## src/sv/mcpf_pkg.sv

```systemverilog
// Shared types and constants for the motor command packet framer.
package mcpf_pkg;

    // Configuration register indexes (byte address is 4 * index)
    localparam logic [2:0] REG_DRIVE_MODE      = 3'd0;
    localparam logic [2:0] REG_ERPM_FULL_SCALE = 3'd1;
    localparam logic [2:0] REG_MAX_CURRENT_MA  = 3'd2;
    localparam logic [2:0] REG_WHEEL0_ID       = 3'd3;
    localparam logic [2:0] REG_WHEEL1_ID       = 3'd4;
    localparam logic [2:0] REG_WHEEL2_ID       = 3'd5;
    localparam logic [2:0] REG_WHEEL3_ID       = 3'd6;

    // Control modes
    localparam logic [1:0] MODE_DUTY    = 2'd0;
    localparam logic [1:0] MODE_ERPM    = 2'd1;
    localparam logic [1:0] MODE_CURRENT = 2'd2;

    // Wheel select codes
    localparam logic [1:0] WHEEL_FL = 2'd0;
    localparam logic [1:0] WHEEL_FR = 2'd1;
    localparam logic [1:0] WHEEL_RL = 2'd2;
    localparam logic [1:0] WHEEL_RR = 2'd3;

    // Packet bytes and opcodes
    localparam logic [7:0] START_BYTE = 8'd2;
    localparam logic [7:0] END_BYTE   = 8'd3;
    localparam logic [7:0] OP_FORWARD = 8'd34;
    localparam logic [7:0] OP_DUTY    = 8'd5;
    localparam logic [7:0] OP_ERPM    = 8'd8;
    localparam logic [7:0] OP_CURRENT = 8'd6;
    localparam logic [7:0] LEN_FWD    = 8'd7;
    localparam logic [7:0] LEN_PLAIN  = 8'd5;

    localparam logic [15:0] CRC_POLY  = 16'h1021;
    localparam logic [17:0] DUTY_SCALE = 18'd100000;
    localparam logic signed [15:0] Q_ONE     = 16'sd16384;
    localparam logic signed [15:0] Q_NEG_ONE = -16'sd16384;

    // Byte positions within a packet with forward header
    localparam logic [3:0] POS_START  = 4'd0;
    localparam logic [3:0] POS_LEN    = 4'd1;
    localparam logic [3:0] POS_FWD_OP = 4'd2;
    localparam logic [3:0] POS_CAN_ID = 4'd3;
    localparam logic [3:0] POS_CMD_OP = 4'd4;
    localparam logic [3:0] POS_VAL3   = 4'd5;
    localparam logic [3:0] POS_VAL2   = 4'd6;
    localparam logic [3:0] POS_VAL1   = 4'd7;
    localparam logic [3:0] POS_VAL0   = 4'd8;
    localparam logic [3:0] POS_CRC_HI = 4'd9;
    localparam logic [3:0] POS_CRC_LO = 4'd10;
    localparam logic [3:0] POS_END    = 4'd11;

    localparam int FIFO_DEPTH_DEFAULT = 4;

    typedef struct packed {
        logic [1:0]  drive_mode;
        logic [16:0] erpm_full_scale;
        logic [17:0] max_current_ma;
        logic [8:0]  wheel0_id;
        logic [8:0]  wheel1_id;
        logic [8:0]  wheel2_id;
        logic [8:0]  wheel3_id;
    } cfg_t;

    // One classified command, ready for framing
    typedef struct packed {
        logic        fwd;
        logic [7:0]  can_id;
        logic [7:0]  opcode;
        logic [31:0] value;
    } desc_t;

endpackage

```

## src/sv/mcpf_front.sv

```systemverilog
// Front end: accepts wheel commands, clamps, scales and classifies them.
module mcpf_front (
    input  logic                 aclk,
    input  logic                 aresetn,
    input  logic                 s_tvalid,
    output logic                 s_tready,
    input  logic [23:0]          s_tdata,   // [1:0] wheel_select, [17:2] speed_command
    input  mcpf_pkg::cfg_t       cfg,
    output logic                 push,
    input  logic                 full,
    output mcpf_pkg::desc_t      push_desc
);

    logic [1:0]         wheel;
    logic signed [15:0] spd;
    logic signed [15:0] clamped;
    logic               neg;
    logic [14:0]        mag;
    logic [17:0]        scale;
    logic [7:0]         opcode;
    logic [8:0]         id_sel;

    // stage A: clamped magnitude and scale
    logic        a_vld_reg;
    logic [14:0] a_mag_reg;
    logic        a_neg_reg;
    logic [17:0] a_scale_reg;
    logic [7:0]  a_op_reg;
    logic [8:0]  a_id_reg;

    // stage B: product
    logic        b_vld_reg;
    logic [31:0] b_prod_reg;
    logic        b_neg_reg;
    logic [7:0]  b_op_reg;
    logic [8:0]  b_id_reg;

    logic [32:0] prod_full;
    logic [17:0] q;
    logic        b_free;
    logic        a_move;
    logic        a_free;
    logic        accept;

    assign wheel = s_tdata[1:0];
    assign spd   = s_tdata[17:2];

    always_comb begin
        if (spd > mcpf_pkg::Q_ONE) begin
            clamped = mcpf_pkg::Q_ONE;
        end else if (spd < mcpf_pkg::Q_NEG_ONE) begin
            clamped = mcpf_pkg::Q_NEG_ONE;
        end else begin
            clamped = spd;
        end
        neg = clamped[15];
        mag = neg ? 15'(-clamped) : 15'(clamped);

        case (cfg.drive_mode)
            mcpf_pkg::MODE_ERPM: begin
                scale  = {1'b0, cfg.erpm_full_scale};
                opcode = mcpf_pkg::OP_ERPM;
            end
            mcpf_pkg::MODE_CURRENT: begin
                scale  = cfg.max_current_ma;
                opcode = mcpf_pkg::OP_CURRENT;
            end
            default: begin
                scale  = mcpf_pkg::DUTY_SCALE;
                opcode = mcpf_pkg::OP_DUTY;
            end
        endcase

        case (wheel)
            mcpf_pkg::WHEEL_FL: id_sel = cfg.wheel0_id;
            mcpf_pkg::WHEEL_FR: id_sel = cfg.wheel1_id;
            mcpf_pkg::WHEEL_RL: id_sel = cfg.wheel2_id;
            default:            id_sel = cfg.wheel3_id;
        endcase
    end

    assign push     = b_vld_reg && !full;
    assign b_free   = !b_vld_reg || push;
    assign a_move   = a_vld_reg && b_free;
    assign a_free   = !a_vld_reg || a_move;
    assign s_tready = a_free;
    assign accept   = s_tvalid && a_free;

    assign prod_full = 33'(a_mag_reg) * 33'(a_scale_reg);

    always_ff @(posedge aclk) begin
        if (!aresetn) begin
            a_vld_reg <= 1'b0;
            b_vld_reg <= 1'b0;
        end else begin
            if (a_free) begin
                a_vld_reg <= s_tvalid;
            end
            if (b_free) begin
                b_vld_reg <= a_vld_reg;
            end
        end
    end

    always_ff @(posedge aclk) begin
        if (accept) begin
            a_mag_reg   <= mag;
            a_neg_reg   <= neg;
            a_scale_reg <= scale;
            a_op_reg    <= opcode;
            a_id_reg    <= id_sel;
        end
        if (a_move) begin
            b_prod_reg <= prod_full[31:0];
            b_neg_reg  <= a_neg_reg;
            b_op_reg   <= a_op_reg;
            b_id_reg   <= a_id_reg;
        end
    end

    // divide by 2^14, truncating toward zero on the magnitude
    assign q = b_prod_reg[31:14];

    always_comb begin
        push_desc.fwd    = !b_id_reg[8];
        push_desc.can_id = b_id_reg[7:0];
        push_desc.opcode = b_op_reg;
        push_desc.value  = b_neg_reg ? (32'd0 - 32'(q)) : 32'(q);
    end

endmodule

```

## src/sv/mcpf_fifo.sv

```systemverilog
// Short descriptor queue between front and back ends.
module mcpf_fifo #(
    parameter int DEPTH = mcpf_pkg::FIFO_DEPTH_DEFAULT
) (
    input  logic             aclk,
    input  logic             aresetn,
    input  logic             push,
    input  mcpf_pkg::desc_t  push_desc,
    output logic             full,
    input  logic             pop,
    output logic             not_empty,
    output mcpf_pkg::desc_t  pop_desc
);

    localparam int AW = (DEPTH > 1) ? $clog2(DEPTH) : 1;
    localparam int CW = $clog2(DEPTH + 1);
    localparam logic [AW-1:0] LAST_PTR = AW'(DEPTH - 1);
    localparam logic [CW-1:0] FULL_CNT = CW'(DEPTH);

    mcpf_pkg::desc_t mem [DEPTH];

    logic [AW-1:0] wr_ptr_reg, wr_ptr_next;
    logic [AW-1:0] rd_ptr_reg, rd_ptr_next;
    logic [CW-1:0] count_reg, count_next;

    assign full      = (count_reg == FULL_CNT);
    assign not_empty = (count_reg != '0);
    assign pop_desc  = mem[rd_ptr_reg];

    always_comb begin
        wr_ptr_next = wr_ptr_reg;
        rd_ptr_next = rd_ptr_reg;
        count_next  = count_reg;
        if (push) begin
            wr_ptr_next = (wr_ptr_reg == LAST_PTR) ? '0 : wr_ptr_reg + 1'b1;
        end
        if (pop) begin
            rd_ptr_next = (rd_ptr_reg == LAST_PTR) ? '0 : rd_ptr_reg + 1'b1;
        end
        if (push && !pop) begin
            count_next = count_reg + 1'b1;
        end else if (pop && !push) begin
            count_next = count_reg - 1'b1;
        end
    end

    always_ff @(posedge aclk) begin
        if (!aresetn) begin
            wr_ptr_reg <= '0;
            rd_ptr_reg <= '0;
            count_reg  <= '0;
        end else begin
            wr_ptr_reg <= wr_ptr_next;
            rd_ptr_reg <= rd_ptr_next;
            count_reg  <= count_next;
        end
    end

    always_ff @(posedge aclk) begin
        if (push) begin
            mem[wr_ptr_reg] <= push_desc;
        end
    end

endmodule

```

## src/sv/mcpf_back.sv

```systemverilog
// Back end: serializes one descriptor into packet bytes with CRC-16 XMODEM.
module mcpf_back (
    input  logic             aclk,
    input  logic             aresetn,
    input  logic             not_empty,
    output logic             pop,
    input  mcpf_pkg::desc_t  pop_desc,
    output logic             m_tvalid,
    input  logic             m_tready,
    output logic [7:0]       m_tdata,   // [7:0] out_byte
    output logic             m_tlast
);

    function automatic logic [15:0] crc_byte(input logic [15:0] crc_in, input logic [7:0] b);
        logic [15:0] c;
        c = crc_in ^ {b, 8'h00};
        for (int k = 0; k < 8; k++) begin
            c = c[15] ? ({c[14:0], 1'b0} ^ mcpf_pkg::CRC_POLY) : {c[14:0], 1'b0};
        end
        return c;
    endfunction

    logic            busy_reg, busy_next;
    logic [3:0]      pos_reg, pos_next;
    mcpf_pkg::desc_t desc_reg;
    logic [15:0]     crc_reg, crc_next;
    logic [7:0]      tdata_reg;
    logic            tlast_reg;
    logic            tvalid_reg, tvalid_next;

    logic            emit;
    logic            last_pos;
    logic [7:0]      cur_byte;
    logic            is_payload;

    assign emit     = busy_reg && (!tvalid_reg || m_tready);
    assign last_pos = (pos_reg == mcpf_pkg::POS_END);
    // next descriptor is taken while the end byte goes out
    assign pop      = not_empty && (!busy_reg || (emit && last_pos));

    always_comb begin
        case (pos_reg)
            mcpf_pkg::POS_START:  cur_byte = mcpf_pkg::START_BYTE;
            mcpf_pkg::POS_LEN:    cur_byte = desc_reg.fwd ? mcpf_pkg::LEN_FWD
                                                          : mcpf_pkg::LEN_PLAIN;
            mcpf_pkg::POS_FWD_OP: cur_byte = mcpf_pkg::OP_FORWARD;
            mcpf_pkg::POS_CAN_ID: cur_byte = desc_reg.can_id;
            mcpf_pkg::POS_CMD_OP: cur_byte = desc_reg.opcode;
            mcpf_pkg::POS_VAL3:   cur_byte = desc_reg.value[31:24];
            mcpf_pkg::POS_VAL2:   cur_byte = desc_reg.value[23:16];
            mcpf_pkg::POS_VAL1:   cur_byte = desc_reg.value[15:8];
            mcpf_pkg::POS_VAL0:   cur_byte = desc_reg.value[7:0];
            mcpf_pkg::POS_CRC_HI: cur_byte = crc_reg[15:8];
            mcpf_pkg::POS_CRC_LO: cur_byte = crc_reg[7:0];
            default:              cur_byte = mcpf_pkg::END_BYTE;
        endcase
        is_payload = pos_reg inside {[mcpf_pkg::POS_FWD_OP:mcpf_pkg::POS_VAL0]};
    end

    always_comb begin
        busy_next   = busy_reg;
        pos_next    = pos_reg;
        crc_next    = crc_reg;
        tvalid_next = (tvalid_reg && !m_tready) ? 1'b1 : 1'b0;

        if (emit) begin
            tvalid_next = 1'b1;
            if (is_payload) begin
                crc_next = crc_byte(crc_reg, cur_byte);
            end
            // without forward header, skip from length straight to the opcode
            if (pos_reg == mcpf_pkg::POS_LEN && !desc_reg.fwd) begin
                pos_next = mcpf_pkg::POS_CMD_OP;
            end else begin
                pos_next = pos_reg + 1'b1;
            end
            if (last_pos) begin
                busy_next = 1'b0;
            end
        end
        if (pop) begin
            busy_next = 1'b1;
            pos_next  = mcpf_pkg::POS_START;
            crc_next  = '0;
        end
    end

    always_ff @(posedge aclk) begin
        if (!aresetn) begin
            busy_reg   <= 1'b0;
            tvalid_reg <= 1'b0;
            pos_reg    <= mcpf_pkg::POS_START;
        end else begin
            busy_reg   <= busy_next;
            tvalid_reg <= tvalid_next;
            pos_reg    <= pos_next;
        end
    end

    always_ff @(posedge aclk) begin
        crc_reg <= crc_next;
        if (pop) begin
            desc_reg <= pop_desc;
        end
        if (emit) begin
            tdata_reg <= cur_byte;
            tlast_reg <= last_pos;
        end
    end

    assign m_tvalid = tvalid_reg;
    assign m_tdata  = tdata_reg;
    assign m_tlast  = tlast_reg;

endmodule

```

## src/sv/motor_command_packet_framer_core.sv

```systemverilog
// Top level of the motor command packet framer: config registers and the three parts.
// Each accepted word is one wheel command: a wheel number and a signed Q2.14 speed, which
// is clamped to +/-1.0, scaled by the control mode (duty x100000, eRPM x the eRPM
// full-scale register, current x max_current_ma, truncated toward zero) and framed as a
// serial packet: start byte 2,
// payload length, an optional CAN-forward header (34 and the wheel's CAN id, present when
// that id is not negative), opcode, 32-bit value big-endian, CRC-16 XMODEM of the payload
// high byte first, and end byte 3 flagged by m_tlast. A packet is 12 bytes with the
// forward header and 10 without; the output moves one byte word per cycle unless m_tready
// stalls it. Packets follow one another with no idle cycle when the next command is
// already queued. The input side takes one word per cycle through a two-stage scale
// pipeline into a FIFO_DEPTH-entry command queue and stalls only when that queue is full;
// when the serializer is free, the first byte of a packet passes stage A, stage B, the
// queue and the serializer's descriptor and output registers once its command is accepted.
// Registers sit on the APB port at byte address 4*index and should only be written while
// no packet is pending; they are read back with CAN ids sign-extended.
module motor_command_packet_framer_core #(
    parameter int FIFO_DEPTH = mcpf_pkg::FIFO_DEPTH_DEFAULT
) (
    input  logic        aclk,
    input  logic        aresetn,
    // command input
    input  logic        s_tvalid,
    output logic        s_tready,
    input  logic [23:0] s_tdata,   // [1:0] wheel_select, [17:2] speed_command, rest zero
    // packet byte output
    output logic        m_tvalid,
    input  logic        m_tready,
    output logic [7:0]  m_tdata,   // [7:0] out_byte
    output logic        m_tlast,   // last_byte
    // configuration
    input  logic        psel,
    input  logic        penable,
    input  logic        pwrite,
    input  logic [4:0]  paddr,
    input  logic [31:0] pwdata,
    output logic [31:0] prdata,
    output logic        pready
);

    logic [1:0]  drive_mode_reg;
    logic [16:0] erpm_scale_reg;
    logic [17:0] max_current_reg;
    logic [8:0]  fl_id_reg;
    logic [8:0]  fr_id_reg;
    logic [8:0]  rl_id_reg;
    logic [8:0]  rr_id_reg;

    logic [2:0]  reg_idx;
    logic        wr_en;

    mcpf_pkg::cfg_t  cfg;
    mcpf_pkg::desc_t push_desc;
    mcpf_pkg::desc_t pop_desc;
    logic            push;
    logic            full;
    logic            pop;
    logic            not_empty;

    assign pready  = 1'b1;
    assign reg_idx = paddr[4:2];
    assign wr_en   = psel && penable && pwrite;

    always_ff @(posedge aclk) begin
        if (!aresetn) begin
            drive_mode_reg   <= mcpf_pkg::MODE_DUTY;
            erpm_scale_reg   <= 17'd15000;
            max_current_reg  <= 18'd30000;
            fl_id_reg        <= 9'd1;
            fr_id_reg        <= 9'd2;
            rl_id_reg        <= 9'd3;
            rr_id_reg        <= 9'd4;
        end else if (wr_en) begin
            case (reg_idx)
                mcpf_pkg::REG_DRIVE_MODE:      drive_mode_reg  <= pwdata[1:0];
                mcpf_pkg::REG_ERPM_FULL_SCALE: erpm_scale_reg  <= pwdata[16:0];
                mcpf_pkg::REG_MAX_CURRENT_MA:  max_current_reg <= pwdata[17:0];
                mcpf_pkg::REG_WHEEL0_ID:       fl_id_reg       <= pwdata[8:0];
                mcpf_pkg::REG_WHEEL1_ID:       fr_id_reg       <= pwdata[8:0];
                mcpf_pkg::REG_WHEEL2_ID:       rl_id_reg       <= pwdata[8:0];
                mcpf_pkg::REG_WHEEL3_ID:       rr_id_reg       <= pwdata[8:0];
                default: ;
            endcase
        end
    end

    // readback; CAN ids sign-extended
    always_comb begin
        case (reg_idx)
            mcpf_pkg::REG_DRIVE_MODE:      prdata = 32'(drive_mode_reg);
            mcpf_pkg::REG_ERPM_FULL_SCALE: prdata = 32'(erpm_scale_reg);
            mcpf_pkg::REG_MAX_CURRENT_MA:  prdata = 32'(max_current_reg);
            mcpf_pkg::REG_WHEEL0_ID:       prdata = {{23{fl_id_reg[8]}}, fl_id_reg};
            mcpf_pkg::REG_WHEEL1_ID:       prdata = {{23{fr_id_reg[8]}}, fr_id_reg};
            mcpf_pkg::REG_WHEEL2_ID:       prdata = {{23{rl_id_reg[8]}}, rl_id_reg};
            mcpf_pkg::REG_WHEEL3_ID:       prdata = {{23{rr_id_reg[8]}}, rr_id_reg};
            default:                       prdata = 32'd0;
        endcase
    end

    always_comb begin
        cfg.drive_mode      = drive_mode_reg;
        cfg.erpm_full_scale = erpm_scale_reg;
        cfg.max_current_ma  = max_current_reg;
        cfg.wheel0_id       = fl_id_reg;
        cfg.wheel1_id       = fr_id_reg;
        cfg.wheel2_id       = rl_id_reg;
        cfg.wheel3_id       = rr_id_reg;
    end

    // clamp, scale and classify
    mcpf_front u_front (
        .aclk      (aclk),
        .aresetn   (aresetn),
        .s_tvalid  (s_tvalid),
        .s_tready  (s_tready),
        .s_tdata   (s_tdata),
        .cfg       (cfg),
        .push      (push),
        .full      (full),
        .push_desc (push_desc)
    );

    // command queue decoupling front from serializer
    mcpf_fifo #(
        .DEPTH (FIFO_DEPTH)
    ) u_fifo (
        .aclk      (aclk),
        .aresetn   (aresetn),
        .push      (push),
        .push_desc (push_desc),
        .full      (full),
        .pop       (pop),
        .not_empty (not_empty),
        .pop_desc  (pop_desc)
    );

    // byte serializer with running CRC
    mcpf_back u_back (
        .aclk      (aclk),
        .aresetn   (aresetn),
        .not_empty (not_empty),
        .pop       (pop),
        .pop_desc  (pop_desc),
        .m_tvalid  (m_tvalid),
        .m_tready  (m_tready),
        .m_tdata   (m_tdata),
        .m_tlast   (m_tlast)
    );

endmodule
```

## config.mk

```make
export PLATFORM = sky130hd
export DESIGN_NAME = motor_command_packet_framer_core
export DESIGN_NICKNAME = d
export VERILOG_FILES = /design/src/sv/mcpf_pkg.sv /design/src/sv/mcpf_front.sv /design/src/sv/mcpf_fifo.sv /design/src/sv/mcpf_back.sv /design/src/sv/motor_command_packet_framer_core.sv
export SDC_FILE = /design/constraint.sdc
export NUM_CORES = 1
export LEC_CHECK = 0
export BUFFER_PORTS_ARGS = -buffer_cell sky130_fd_sc_hd__buf_4
export CAP_MARGIN = 20
export CORE_MARGIN = 3
export CORE_UTILIZATION = 38
export CTS_CLUSTER_DIAMETER = 60
export CTS_CLUSTER_SIZE = 20
export DETAILED_ROUTE_END_ITERATION = 6
export HOLD_SLACK_MARGIN = 0.02
export PLACE_DENSITY = 0.61
export SLEW_MARGIN = 20
export SYNTH_ARGS = -nofsm -noshare
export SYNTH_HDL_FRONTEND = slang
export SYNTH_HIERARCHICAL = 1
export SYNTH_SLANG_ARGS = --single-unit
```

## constraint.sdc

```tcl
create_clock -name aclk -period 8 [get_ports aclk]
set_input_delay 0.4 -clock aclk [delete_from_list [all_inputs] [get_ports aclk]]
set_output_delay 0.4 -clock aclk [all_outputs]
set_load 0.05 [all_outputs]
```

# Yosys cells after proc, flatten, opt, wreduce, memory -nomap -nowiden
# Memory sizes are Yosys's and may differ from the RTL's. A register that Yosys moved wholly into a read port is not among the register bits.
# Cells that the tools add are included.
[classes]
addsub = 7
mul = 1
order_cmp = 4
n_eq_ne = 24
muxes = 30
bitwise_logic = 10
reduce_logical = 44
[ops]
columns = ["cell", "n"]
rows = [
  ["$pmux W32 S7", 1],
  ["$mux W13", 8],
  ["$pmux W8 S11", 1],
  ["$pmux W18 S2", 1],
  ["$mul A15 B18 Y32", 1],
  ["$mux W16", 2],
  ["$mux W32", 1],
  ["$pmux W9 S3", 1],
  ["$not A3 Y3", 8],
  ["$sub A1 B18 Y19 const A", 1],
  ["$reduce_and A2 Y1", 9],
  ["$eq A4 B3 Y1 const B", 4],
  ["$eq A4 B4 Y1 const B", 4],
  ["$gt A16 B16 Y1 const B", 1],
  ["$lt A16 B15 Y1 const B", 1],
  ["$xor A16 B16 Y16", 1],
  ["$mux W15", 1],
  ["$neg A15 Y15", 1],
  ["$logic_and A1 B1 Y1", 13],
  ["$eq A3 B3 Y1 const B", 4],
  ["$logic_not A1 Y1", 10],
  ["$eq A2 B2 Y1 const B", 4],
  ["$eq A4 B2 Y1 const B", 2],
  ["$pmux W4 S2", 1],
  ["other kinds (22)", 39],
]
[word_totals]
ff_bits = 214
ram_bits = 196
inputBits = 68
n_memories = 1
[mem_list]
columns = ["memory", "words", "width", "read_ports", "rd_clocked_by_memory_dff", "wr", "line_no", "source"]
rows = [
  ["u_fifo.mem", 4, 49, 1, 1, 1, "mcpf_fifo.sv:20", "mcpf_pkg::desc_t mem [DEPTH];"],
]

# Longest topological paths before layout
[logic_depth]
word_depth = 19
ltp_mapped = 22
ltp_nobuf = 21

# Cells and area by module
# Netlist, hierarchy kept.
[by_module_without_submodules]
columns = ["module", "instances", "cells_each", "area_per_inst_um2"]
rows = [
  ["mcpf_front", 1, 1271, 12450.7],
  ["mcpf_fifo", 1, 300, 7551.0],
  ["mcpf_back", 1, 295, 3573.4],
  ["motor_command_packet_framer_core", 1, 369, 3499.6],
]

# Worst setup path after synthesis
# No wires, ideal clock.
[synth_path]
path_type = "register -> register"
startpoint = "register u_front.a_scale_reg[9]"
endpoint = "register u_front.b_prod_reg[27], data pin"
setup_time_ns = 0.265
arrival_ns = 5.582
path_slack_ns = 2.153
path_stages_with_launch = 23
period_less_slack_ns = 5.847
cell_sequence = "edfxtp_1 clkbuf_1 and2_1 fa_1 inv_1 fa_1 inv_1 fa_1 inv_1 fa_1 inv_1 fa_1 inv_1 fa_1 inv_1 ha_1 and3_1 o21ai_0 nand3_1 o21bai_1 a41oi_1 o21ai_0 xor2_1"
[synth_between]
elab_chain_cells = 1
[synth_lines]
columns = ["element", "line_no", "source"]
rows = [
  ["start: declaration", "mcpf_front.sv:27", "logic [17:0] a_scale_reg;"],
  ["start signal: assignment", "mcpf_front.sv:109", "a_scale_reg <= scale;"],
  ["$mul A15 B18 Y32", "mcpf_front.sv:89", "assign prod_full = 33'(a_mag_reg) * 33'(a_scale_reg);"],
  ["via u_front.prod_full[27]", "mcpf_front.sv:38", "logic [32:0] prod_full;"],
  ["end signal: assignment", "mcpf_front.sv:114", "b_prod_reg <= prod_full[31:0];"],
  ["end: declaration", "mcpf_front.sv:33", "logic [31:0] b_prod_reg;"],
]
# The timed path passes the listed nets, and every way through them passes these cells.
# A chain may end at the register's enable or synchronous reset.

# Worst setup path in the final report
[layout_path]
startpoint = "register u_front.a_mag_reg[1]"
endpoint = "register u_front.b_prod_reg[27], data pin"
[layout_between]
elab_chain_cells = 1
[layout_lines]
columns = ["element", "line_no", "source"]
rows = [
  ["start: declaration", "mcpf_front.sv:25", "logic [14:0] a_mag_reg;"],
  ["start signal: assignment", "mcpf_front.sv:107", "a_mag_reg <= mag;"],
  ["$mul A15 B18 Y32", "mcpf_front.sv:89", ""],
  ["via u_front.prod_full[27]", "mcpf_front.sv:38", ""],
]
# The timed path passes the listed nets, and every way through them passes these cells.

==> summary.md <==
| Metric | Value |
|---|---|
| Status | complete, no violations |
| Syn Area/Cell | 12.1 sq um |
| Clk pwr share | 14.7% |
| GRT Total Usage | 15.4% |
| Fmax | 150 MHz |
| Worst setup path category | reg -> reg |
| Place WS | 1400 ps |
| Clock Skew | about 30 ps |
| Fillers | roughly 6400 |
| Pint | 6.84 mW |
| Startpoint Class | register |
| VDD IR max | 0.482 mV |
| First-pass DRT Iterations | 6 |
| CTS Buf Count | 34 |
| Die width | 273 um |
| Post-CTS Resized | 0 |
| Total die area | 74500 sq um |
| Synth Warn # | 6 |
| Drt via density | 5.19 |
| Routability cong. | slightly above 0.9 |
| Post-synth EDFFs | 333 |
| Drt first-iter violations | a little under 1000 |
| Ratio of cells with drive above 1 in the final layout | 11.2% |
| Sw Ratio | a little over two fifths |
| Max Slew Vio Count | 0 |
| Lkg Pwr | 11.5 nW |
| Peak fanout along the critical path | 17 |
| Synthesized instance count | 2235 |
| Post-synth top flop | edfxtp_1 |
| Crit path cell chain | and2_1, fa_1, inv_1, fa_1, inv_1, fa_1, inv_1, fa_1, inv_1, fa_1, inv_1, fa_1, inv_1, ha_1, and3_1, o21ai_0, nand3_1, o21bai_1, a41oi_1, o21ai_0, xor2_1 |
| Most common cell after layout, fill and taps aside | edfxtp_1 |
| Hold_buf cts | 0 |
| Hold_ws | around 100 ps |
| Slowest CP cell | edfxtp_1 |
| RSZ-0062 raised after global routing | false |
| MaxCap Viol Count | 0 |
| Final setup fails | 0 |
| Sw Pwr | about 5.0 mW |
| Slew margin rel. | 33.7% |
| Root buffer cell | clkbuf_16 |
| Detail Route Antenna Nets | 0 |
| Area of the core | ~70000 sq um |
| Seq/Total Area, Yosys | 44.8% |
| Clk buf depth | 3 |
| Most frequent cells in the layout | edfxtp_1, inv_1, nand2_1 |
| Setup TNS | 0 ps |
| Worst hold path class | in -> reg |
| Fin util | 41.8% |
| Worst path arrival time | 6970 ps |
| Post-CTS Setup Inserts | 0 |
| Register area | roughly 12000 sq um |
| Area Overhead vs Synth | 8.54% |
| Largest net degree at the start of global routing | 90 |
| Antenna cells | 0 |
| Final period util | 83.3% |
| Crit. End Element | register |
| Setup ws final | 1340 ps |
| Multi-input gate area | 13200 sq um |
| PD cells | 403 nW/um^2 |
| CP max stage delay | roughly 650 ps |
| Vias in the first global route | 17300 |
| Crit path time final | 6660 ps |
| Clock Sinks | 439 |
| Antenna violations before repair | 0 |
| Tot Pwr | 11.8 mW |
| Overflow after GRT | 0 |
| Yosys reg bits | about 440 |
| Post-Syn Area | 27100 sq um |
| Max reg flops | 196 |
| Io pins | ~110 |
| Starting Density | slightly below 40% |
| Chip height | 273 um |
| CTS tree | done |
| # port buffers | 88 |
| Flop pwr share | ~28% |
| Hold violation count in the final report | 0 |
| Synth async-reset ratio | 0% |
| H-tree Lvls | 2 |
| First-pass GRT wire length | 93400 um |
| Distinct cells, synth | 86 |
| Crit path required time | 8310 ps |
| Rows | 97 |
| Drc violations | 0 |
| # nets final | 2607 |
| Combinational share of power | 56.9% |
| CTS clk-pin slew, worst paths | 80 ps |
| Skew-Pair Late Insertion Delay | around 570 ps |
| Post-DP HPWL | ~40000 um |
| Drt total wl | 56700 um |
| Vias | 16600 |
| DR WL/cell | approximately 18 um |
| Worst-Margin Slew | 995 ps |
## power by group through the flow
stage / sequential (mW) / clock, mW / combinational (mW)
5_1_grt: 3.40 / 1.89 / 7.61
6_report: 3.36 / 1.74 / 6.73
3_5_place_dp: 3.46 / 0 / 6.63
2_1_floorplan: 3.33 / 0 / 5.27
4_1_cts: 3.41 / 1.80 / 6.68
3_3_place_gp: 3.45 / 0 / 6.45
## synthesized netlist by cell type, drive strengths merged, types with 5 or more instances
cell type  instances  area, sq um
and2             150          938
dfxtp            106         2120
o21a               6         45.0
a221oi             8         70.1
mux4              58         1310
xnor2             56          490
a22oi             36          270
nand3              9         45.0
nand2b            12         75.1
mux2              14          161
nand2            259          972
fa               205         4100
a221o             16          160
o211ai            10         75.1
o21ai             47          235
nor2b             28          175
a21boi             5         37.5
o311ai             8         70.1
buf               72          536
inv              267         1000
nor3              11         65.1
xor2              16          140
ha               106         1330
o31ai             11         82.6
nand4              6         37.5
clkbuf            75          285
o21bai             6         45.0
a22o               8         70.1
mux2i             65          651
nor2              57          224
a211oi            14          105
or3                9         56.3
a21oi             55          290
edfxtp           333        10000
a21o              12         90.1
a311oi             5         43.8
## worst paths after layout
kind	endpoint	startpoint	slack, ps	depth (start not counted)
max	u_front/b_prod_reg[27]	u_front/a_mag_reg[1]	1340	21
min	max_current_reg[17]	pwdata[17]	100	3
max reg2reg	u_front/b_prod_reg[27]	u_front/a_mag_reg[1]	1340	21
min reg2reg	u_front/b_op_reg[0]	u_front/a_op_reg[0]	420	0
## area by class of cell
cell class / instances / area share, %
Clock buffer: 44 / 3.20
Tap cell: 940 / 4.00
Clock inverter: 18 / 0.664
Timing Repair Buffer: 101 / 2.65
Inverter: 268 / 3.42
Sequential cell: 439 / 41.3
Multi-Input combinational cell: 1384 / 44.8
## metal layers
metal	up-vias	global-route usage [%]	part of all wire, %
met4	0	4.01	1.7
li1	7638	-	-
met1	8438	21.0	45
met3	65	2.25	5.0
met2	430	25.9	48
met5	-	0	0
## per-stage QoR
stage	instance area (sq um)	instances
2_1_floorplan	27100	2238
3_3_place_gp	28200	3131
3_5_place_dp	28200	3131
4_1_cts	29400	3193
5_1_grt	29400	3194
6_report	29400	3194
## critical path: cells and delay by family, from the launching register on
family | cells | cell delay (ps)
fa+ha+maj | 7 | 3270
flops | 1 | 650
buf+inv | 6 | 300
compound gates | 4 | 1360
xor+xnor | 1 | 170
simple gates | 3 | 660
## kinds of logic (layout without fill, tap and decap cells)
family / after synthesis / in the layout / share of synthesized area [%]
buffers and inverters: 415 / 431 / 6.75
AOI/OAI and AO/OA: 283 / 283 / 7.50
other: 2 / 5 / 0.0277
DFF: 439 / 439 / 44.8
xor gates and xnor gates: 74 / 74 / 2.50
adders and majority gates: 311 / 311 / 20.1
and+or+nand+nor: 574 / 574 / 10.6
muxes: 137 / 137 / 7.85
Note: power is estimated with default switching activity, not from simulation.
